--- src/pls_pkg.sv ---
// shared types and constants for the positional list block
// no dependencies; imported by the cell, result and top level modules
`default_nettype none

package pls_pkg;

  // list depth and derived widths
  localparam int CAPACITY = 32;
  localparam int IDX_W    = (CAPACITY > 1) ? $clog2(CAPACITY) : 1;
  localparam int CNT_W    = $clog2(CAPACITY + 1);

  // fixed field widths of the stream beats
  localparam int CMD_W  = 2;
  localparam int POS_W  = 6;
  localparam int DATA_W = 32;
  localparam int STAT_W = 3;
  localparam int MIDX_W = 5;
  localparam int LEN_W  = 6;

  // width that holds both a position and a count for compares
  localparam int CMP_W = (CNT_W > POS_W) ? CNT_W : POS_W;

  // packed beat widths, rounded up to whole bytes
  localparam int S_BITS    = CMD_W + POS_W + DATA_W;
  localparam int S_TDATA_W = ((S_BITS + 7) / 8) * 8;
  localparam int M_BITS    = STAT_W + 1 + MIDX_W + LEN_W;
  localparam int M_TDATA_W = ((M_BITS + 7) / 8) * 8;

  typedef enum logic [CMD_W-1:0] {
    CMD_INSERT = 2'd0,
    CMD_DELETE = 2'd1,
    CMD_SEARCH = 2'd2
  } cmd_e;

  typedef enum logic [STAT_W-1:0] {
    ST_OK       = 3'd0,
    ST_EMPTY    = 3'd1,
    ST_BADPOS   = 3'd2,
    ST_FULL     = 3'd3,
    ST_NOTFOUND = 3'd4
  } status_e;

  // what one cell does at the next edge
  typedef enum logic [1:0] {
    CELL_HOLD       = 2'd0,
    CELL_LOAD       = 2'd1,
    CELL_SHIFT_UP   = 2'd2,
    CELL_SHIFT_DOWN = 2'd3
  } cell_op_e;

  // command outcome handed from the list stage to the result stage
  typedef struct packed {
    status_e             status;
    logic                search;
    logic [LEN_W-1:0]    length;
  } exec_t;

  // one result beat
  typedef struct packed {
    status_e             status;
    logic                found;
    logic [MIDX_W-1:0]   match_index;
    logic [LEN_W-1:0]    length;
  } res_t;

endpackage

`default_nettype wire

--- src/pls_cell.sv ---
// one storage cell of the list chain: holds an entry and compares it
// depends on pls_pkg
`default_nettype none

module pls_cell (
  input  wire logic                          clk_i,
  input  wire pls_pkg::cell_op_e             op_i,
  input  wire logic [pls_pkg::DATA_W-1:0]    value_i,
  input  wire logic [pls_pkg::DATA_W-1:0]    left_i,
  input  wire logic [pls_pkg::DATA_W-1:0]    right_i,
  output logic      [pls_pkg::DATA_W-1:0]    data_o,
  output logic                               match_o
);
  import pls_pkg::*;

  logic [DATA_W-1:0] data_q;
  logic [DATA_W-1:0] data_d;

  // pick the next entry from the neighbors or the new value
  always_comb begin
    case (op_i)
      CELL_HOLD:       data_d = data_q;
      CELL_LOAD:       data_d = value_i;
      CELL_SHIFT_UP:   data_d = left_i;
      CELL_SHIFT_DOWN: data_d = right_i;
      default:         data_d = data_q;
    endcase
  end

  // entry storage, no reset needed
  always_ff @(posedge clk_i) begin
    data_q <= data_d;
  end

  assign data_o  = data_q;
  assign match_o = (data_q == value_i);

endmodule

`default_nettype wire

--- src/pls_result.sv ---
// result stage: first-match encoding and the output register
// depends on pls_pkg
`default_nettype none

module pls_result (
  input  wire logic                          clk_i,
  input  wire logic                          rst_ni,
  input  wire logic                          in_valid_i,
  output logic                               in_ready_o,
  input  wire pls_pkg::exec_t                in_exec_i,
  input  wire logic [pls_pkg::CAPACITY-1:0]  in_match_i,
  output logic                               out_valid_o,
  input  wire logic                          out_ready_i,
  output pls_pkg::res_t                      out_res_o
);
  import pls_pkg::*;

  logic             hit;
  logic [IDX_W-1:0] hit_idx;
  res_t             res_d;
  res_t             res_q;
  logic             valid_q;
  logic             valid_d;
  logic             load;

  // lowest matching cell wins
  always_comb begin
    hit     = 1'b0;
    hit_idx = '0;
    for (int j = CAPACITY - 1; j >= 0; j--) begin
      if (in_match_i[j]) begin
        hit     = 1'b1;
        hit_idx = IDX_W'(j);
      end
    end
  end

  // build the result beat
  always_comb begin
    res_d.status      = in_exec_i.status;
    res_d.found       = 1'b0;
    res_d.match_index = '0;
    res_d.length      = in_exec_i.length;
    if (in_exec_i.search) begin
      if (hit) begin
        res_d.status      = ST_OK;
        res_d.found       = 1'b1;
        res_d.match_index = MIDX_W'(hit_idx);
      end else begin
        res_d.status = ST_NOTFOUND;
      end
    end
  end

  assign in_ready_o = !valid_q || out_ready_i;
  assign load       = in_valid_i && in_ready_o;

  always_comb begin
    if (load) begin
      valid_d = 1'b1;
    end else if (out_ready_i) begin
      valid_d = 1'b0;
    end else begin
      valid_d = valid_q;
    end
  end

  // output valid flag
  always_ff @(posedge clk_i or negedge rst_ni) begin
    if (!rst_ni) begin
      valid_q <= 1'b0;
    end else begin
      valid_q <= valid_d;
    end
  end

  // output payload
  always_ff @(posedge clk_i) begin
    if (load) begin
      res_q <= res_d;
    end
  end

  assign out_valid_o = valid_q;
  assign out_res_o   = res_q;

endmodule

`default_nettype wire

--- src/positional_list_insert_delete_search.sv ---
// positional list: chain of CAPACITY cells, one beat in, one beat out per command
// the beat is registered in the list stage (cell update), then the result stage (match encode)
// throughput: 1 command per cycle unless results stall; cells shift or compare in the same edge
// ready passes back through both stages, so a stalled result holds two beats inside
// reset: rst_ni clears the count and the valid flags; cell entries are left as is
// depends on pls_pkg, pls_cell, pls_result
`default_nettype none

module positional_list_insert_delete_search (
  input  wire logic                             clk_i,
  input  wire logic                             rst_ni,
  input  wire logic                             s_axis_tvalid_i,
  output logic                                  s_axis_tready_o,
  // cmd [1:0], position [7:2], value [39:8]
  input  wire logic [pls_pkg::S_TDATA_W-1:0]    s_axis_tdata_i,
  output logic                                  m_axis_tvalid_o,
  input  wire logic                             m_axis_tready_i,
  // status [2:0], found [3], match_index [8:4], length [14:9], zero [15]
  output logic      [pls_pkg::M_TDATA_W-1:0]    m_axis_tdata_o
);
  import pls_pkg::*;

  // input beat fields
  logic [CMD_W-1:0]  in_cmd;
  logic [POS_W-1:0]  in_pos;
  logic [DATA_W-1:0] in_value;
  logic [CMP_W-1:0]  pos_ext;
  logic [CMP_W-1:0]  cnt_ext;
  logic              s_fire;

  logic [CNT_W-1:0]  count_q;
  logic [CNT_W-1:0]  count_d;
  logic              ins_ok;
  logic              del_ok;
  logic              is_full;
  logic              is_empty;
  exec_t             exec_d;
  exec_t             exec_q;
  logic              exec_valid_q;
  logic              exec_valid_d;
  logic [CAPACITY-1:0] match_d;
  logic [CAPACITY-1:0] match_q;
  logic              res_ready;
  logic              res_valid;
  res_t              res;

  logic [DATA_W-1:0] cell_data [CAPACITY];
  logic [CAPACITY-1:0] cell_match;
  cell_op_e          cell_op [CAPACITY];

  assign in_cmd   = s_axis_tdata_i[CMD_W-1:0];
  assign in_pos   = s_axis_tdata_i[CMD_W+POS_W-1:CMD_W];
  assign in_value = s_axis_tdata_i[CMD_W+POS_W+DATA_W-1:CMD_W+POS_W];
  assign pos_ext  = CMP_W'(in_pos);
  assign cnt_ext  = CMP_W'(count_q);

  assign s_axis_tready_o = !exec_valid_q || res_ready;
  assign s_fire          = s_axis_tvalid_i && s_axis_tready_o;

  // command checks against the current count
  assign is_full  = (count_q == CNT_W'(CAPACITY));
  assign is_empty = (count_q == '0);

  always_comb begin
    ins_ok        = 1'b0;
    del_ok        = 1'b0;
    exec_d.status = ST_OK;
    exec_d.search = 1'b0;
    case (in_cmd)
      CMD_INSERT: begin
        if (is_full) begin
          exec_d.status = ST_FULL;
        end else if (pos_ext > cnt_ext) begin
          exec_d.status = ST_BADPOS;
        end else begin
          ins_ok = 1'b1;
        end
      end
      CMD_DELETE: begin
        if (is_empty) begin
          exec_d.status = ST_EMPTY;
        end else if (pos_ext == '0 || pos_ext > cnt_ext) begin
          exec_d.status = ST_BADPOS;
        end else begin
          del_ok = 1'b1;
        end
      end
      CMD_SEARCH: begin
        if (is_empty) begin
          exec_d.status = ST_EMPTY;
        end else begin
          exec_d.search = 1'b1;
        end
      end
      default: begin
        exec_d.status = ST_OK;
      end
    endcase

    // new count after the command
    count_d = count_q;
    if (ins_ok) begin
      count_d = count_q + CNT_W'(1);
    end else if (del_ok) begin
      count_d = count_q - CNT_W'(1);
    end
    exec_d.length = LEN_W'(count_d);
  end

  // cell chain: per-cell op, neighbor wiring, masked compare
  for (genvar i = 0; i < CAPACITY; i++) begin : g_cell
    logic [DATA_W-1:0] left;
    logic [DATA_W-1:0] right;

    if (i == 0) begin : g_first
      assign left = in_value;
    end else begin : g_mid_l
      assign left = cell_data[i-1];
    end

    if (i == CAPACITY - 1) begin : g_last
      assign right = cell_data[i];
    end else begin : g_mid_r
      assign right = cell_data[i+1];
    end

    always_comb begin
      cell_op[i] = CELL_HOLD;
      if (s_fire && ins_ok) begin
        if (CMP_W'(i) == pos_ext) begin
          cell_op[i] = CELL_LOAD;
        end else if (CMP_W'(i) > pos_ext) begin
          cell_op[i] = CELL_SHIFT_UP;
        end
      end else if (s_fire && del_ok) begin
        if (CMP_W'(i + 1) >= pos_ext) begin
          cell_op[i] = CELL_SHIFT_DOWN;
        end
      end
    end

    pls_cell u_cell (
      .clk_i   (clk_i),
      .op_i    (cell_op[i]),
      .value_i (in_value),
      .left_i  (left),
      .right_i (right),
      .data_o  (cell_data[i]),
      .match_o (cell_match[i])
    );

    // only entries below the count take part in a search
    assign match_d[i] = cell_match[i] && (CMP_W'(i) < cnt_ext);
  end

  always_comb begin
    if (s_fire) begin
      exec_valid_d = 1'b1;
    end else if (res_ready) begin
      exec_valid_d = 1'b0;
    end else begin
      exec_valid_d = exec_valid_q;
    end
  end

  // control registers
  always_ff @(posedge clk_i or negedge rst_ni) begin
    if (!rst_ni) begin
      count_q      <= '0;
      exec_valid_q <= 1'b0;
    end else begin
      exec_valid_q <= exec_valid_d;
      if (s_fire) begin
        count_q <= count_d;
      end
    end
  end

  // stage payload
  always_ff @(posedge clk_i) begin
    if (s_fire) begin
      exec_q  <= exec_d;
      match_q <= match_d;
    end
  end

  pls_result u_result (
    .clk_i       (clk_i),
    .rst_ni      (rst_ni),
    .in_valid_i  (exec_valid_q),
    .in_ready_o  (res_ready),
    .in_exec_i   (exec_q),
    .in_match_i  (match_q),
    .out_valid_o (res_valid),
    .out_ready_i (m_axis_tready_i),
    .out_res_o   (res)
  );

  // pack the result beat
  assign m_axis_tvalid_o = res_valid;
  assign m_axis_tdata_o  = M_TDATA_W'({res.length, res.match_index, res.found, res.status});

  // count never goes beyond the list depth
  a_count_range: assert property (@(posedge clk_i) disable iff (!rst_ni)
    count_q <= CNT_W'(CAPACITY))
    else $error("entry count above capacity");

  // a rejected insert on a full list leaves the count alone
  a_full_hold: assert property (@(posedge clk_i) disable iff (!rst_ni)
    (s_fire && in_cmd == CMD_INSERT && is_full) |=> (count_q == $past(count_q)))
    else $error("count changed on a full list insert");

  // a stalled command beat is not dropped
  a_exec_kept: assert property (@(posedge clk_i) disable iff (!rst_ni)
    (exec_valid_q && !res_ready) |=> exec_valid_q)
    else $error("command beat lost while result stage stalled");

  // a found flag only comes with an ok status
  a_found_ok: assert property (@(posedge clk_i) disable iff (!rst_ni)
    (res_valid && res.found) |-> (res.status == ST_OK))
    else $error("found set with a failing status");

endmodule

`default_nettype wire

--- config.mk ---
export PLATFORM = sky130hd
export DESIGN_NAME = positional_list_insert_delete_search
export DESIGN_NICKNAME = d
export VERILOG_FILES = /design/src/pls_pkg.sv /design/src/pls_cell.sv /design/src/pls_result.sv /design/src/positional_list_insert_delete_search.sv
export SDC_FILE = /design/constraint.sdc
export NUM_CORES = 2
export LEC_CHECK = 0
export ABC_AREA = 1
export BUFFER_PORTS_ARGS = -buffer_cell sky130_fd_sc_hd__clkbuf_2
export CAP_MARGIN = 20
export CELL_PAD_IN_SITES_DETAIL_PLACEMENT = 0
export CELL_PAD_IN_SITES_GLOBAL_PLACEMENT = 1
export CORE_MARGIN = 1.5
export CORE_UTILIZATION = 43
export CTS_CLUSTER_DIAMETER = 200
export DETAILED_ROUTE_END_ITERATION = 6
export PLACE_DENSITY_LB_ADDON = 0.1
export SLEW_MARGIN = 25
export SYNTH_ARGS = -nofsm -noshare
export SYNTH_HDL_FRONTEND = slang
export SYNTH_HIERARCHICAL = 1
export SYNTH_SLANG_ARGS = --single-unit
--- constraint.sdc ---
create_clock -name clk_i -period 3.3 [get_ports clk_i]
set_input_delay 0.33 -clock clk_i [delete_from_list [all_inputs] [get_ports clk_i]]
set_output_delay 0.33 -clock clk_i [all_outputs]
set_load 0.05 [all_outputs]
==> run metrics <==
CTS clk-pin slew, worst paths 0.06 ns; dpl hpwl 223400 um; Core ar. 180500 um2; Hold WC Path Type in2reg; global placer's final weighted congestion 0.9751; Post-DRT Antenna Nets 0; Site Rows 156; number of global-route vias before repair 65660; P&R area growth vs syn 14.45%; Total GRT Usage 0.3123; Adder-Cell Fraction of Synth Area 0.001444; Worst Path Arrival 3.68 ns; largest area contributor in the netlist edfxtp_1; Die Height 428.9 um; CTS Buf Count 143; fin cells 13810; endpoints failing hold 0; pin slew with the least headroom to its limit 1.059 ns; WHS Path Cells 3; Tcrit/Tclk final 0.9648; max cap viols 0; run status finished clean; Highest Clock Rate 314.1 MHz; maximum vdd ir drop 0.4216 mV; Slew Limit Fails 0; crit start category flip-flop; critical path type reg2reg; DR iter-0 viols 9403; placed cells 13540; area share of the largest cell type after synthesis 0.4158; Mapped Area 77990 um2; CTS tree yes; Max H-tree Level 4; pre-CTS setup slack -0.02383 ns; crit end category flip-flop; sequential share of the synthesized area 0.4184; initial antenna violation count 5; main combinational cell family by area after synthesis simple AND/OR/NAND/NOR gates; Leak Pwr 40.11 nW; layout cells sized above 1 0.07765; clk_skew 0.02542 ns; syn avg cell area 7.028 um2; Critical Path RT 3.79 ns; fin crit period 3.184 ns; P per Cell Area 438.4 nW/um2; worst setup margin 0.1162 ns; Yosys warning total 6; Final nets 11380; Root Driver clkbuf_16; Max-slew headroom 0.2943; total congestion overflow 0; first-pass GRT wire length 435200 um; TritonCTS Sinks 1088; Avg Vias per Cell 5.400; simple-gate share of the synthesized area 0.3386; CTS max path bufs 3; multiplexer area fraction after synthesis 0; Final setup viols 0; Die Area 183900 um2; distinct cell type count after synthesis 44; Clk Latency, worst-skew pair 0.81 ns; Die X-Extent 428.9 um; ranking of synthesized cells by area edfxtp_1 (42%), nand2_1 (21%), inv_1 (9.4%), o211ai_1 (8.9%), nand3_1 (7.5%); WL per Instance 21.35 um; Final TNS setup 0 ns; Design Power 0.03913 W; Detailed Route WL 294700 um; 1st-pass router iterations 6; I/O Buffers 60; num ports 62; worst-path fanout max 10; Synth Instances 11100; Register-to-Register Path Depth 14; largest net degree at the start of global routing 62; vias post-DR 74550; xor/xnor cell area share of the yosys netlist 0.01101; post-synthesis compound-gate area fraction 0.09463; #FFs+latches synth 1088; DRC 0; initial core utilization 0.4320; n_diodes 0
[sequential cells by signal, indices dropped and copies added, names as in the netlist]
register              count
exec_q                    9
u_result/out_valid_o      1
exec_valid_q              1
u_result/out_res_o       15
cnt_ext                   6
match_q                  32
g_cell.u_cell/data_o   1024
[what timing repair did]
action,4_1_cts,5_1_grt
hold buffers,5,0
setup endpoints to repair,0,840
buffers inserted,0,4
hold endpoints to repair,13,0
resized for setup,0,8
[layout by cell type, fill, tap and decap left out, drive strengths merged, types with 9 or more instances in the layout]
master / n
a21oi: 10
buf: 506
bufinv: 10
clkbuf: 223
clkinv: 53
edfxtp: 1080
ha: 9
inv: 1989
nand2: 4442
nand3: 1163
nand4: 11
nor2: 787
o211ai: 929
o21ai: 45
or2: 33
xor2: 98
[kinds of logic (layout without fill, tap and decap cells)]
| logic type | Yosys count | in the layout |
|---|---|---|
| buf+inv | 2451 | 2787 |
| other cells | 1 | 2 |
| fa+ha+maj | 9 | 9 |
| simple gates | 6452 | 6453 |
| flops | 1088 | 1088 |
| compound gates | 999 | 999 |
| xor+xnor | 98 | 98 |
[stage by stage]
step,hold slack (ns),cell area [um2],utilization
3_5_place_dp,0.2364,84680,0.4690
4_1_cts,0.01485,89140,0.4937
3_3_place_gp,0.2357,84680,0.4690
5_1_grt,0.05282,89270,0.4944
2_1_floorplan,0.03441,78000,-
6_report,0.05875,89270,0.4944
[report_power, final]
part           internal [W]  leakage [nW]  total [W]  switching [W]
registers            0.0162          9.90     0.0171       0.000878
clock network       0.00884          2.15     0.0153        0.00641
logic               0.00236          28.1    0.00678        0.00442
total                0.0274          40.1     0.0391         0.0117
[final cells by class]
type | count | area, um2
inverters | 1990 | 7596
clock buffers | 194 | 3929
flip-flops and latches | 1088 | 32630
fillers | 17860 | 91280
well taps | 2370 | 2965
multi-input cells | 7561 | 35060
repair buffers | 540 | 6599
clock inverters | 63 | 479.2
[critical path, stage by stage (launching register included)]
cell	delay (ns)
dfrtp_1	0.35
clkinv_1	0.10
ha_1	0.31
nand2_1	0.08
nor2_2	0.14
nand3_2	0.14
a21boi_2	0.21
nand3_2	0.21
inv_2	0.21
buf_4	0.21
nand3_1	0.18
nand2_1	0.20
buf_12	0.16
or2_2	0.16
buf_4	0.20
[Yosys cell counts (all sizes together)]
cell type and count:
nand3b 6, clkbuf 67, xor2 98, nand2 4442
a211oi 2, a311oi 1, o31ai 1, a21boi 7
a21oi 10, or2 33, nand4 11, clkinv 2
bufinv 3, conb 1, nor2 786, inv 1985
dfrtp 8, nor3 5, o211ai 929, o22ai 1
o21bai 1, o21ai 45, ha 9, and2 3
edfxtp 1080, buf 394, nor4 2, nor3b 1
o21a 2, nand3 1163
[layer usage]
layer	routed length [um]	global-route usage	share of wire
met5	13	0	0.000044
met2	114500	0.4171	0.39
met1	142600	0.5038	0.48
met3	29820	0.05391	0.10
met4	7866	0.08564	0.027
[final timing paths]
| kind | startpoint | endpoint | slack (ns) |
|---|---|---|---|
| min reg2reg | exec_valid_q | u_result/out_valid_o | 0.52 |
| min | s_axis_tdata_i[1] | exec_q[6] | 0.06 |
| max | cnt_ext[5] | g_cell[1].u_cell/data_o[28] | 0.12 |
| max in group asynchronous | rst_ni | cnt_ext[0] | 2.28 |
| max reg2reg | cnt_ext[5] | g_cell[1].u_cell/data_o[28] | 0.12 |
| min in group asynchronous | rst_ni | u_result/out_valid_o | 0.59 |
Note: power is estimated with default switching activity, not from simulation.
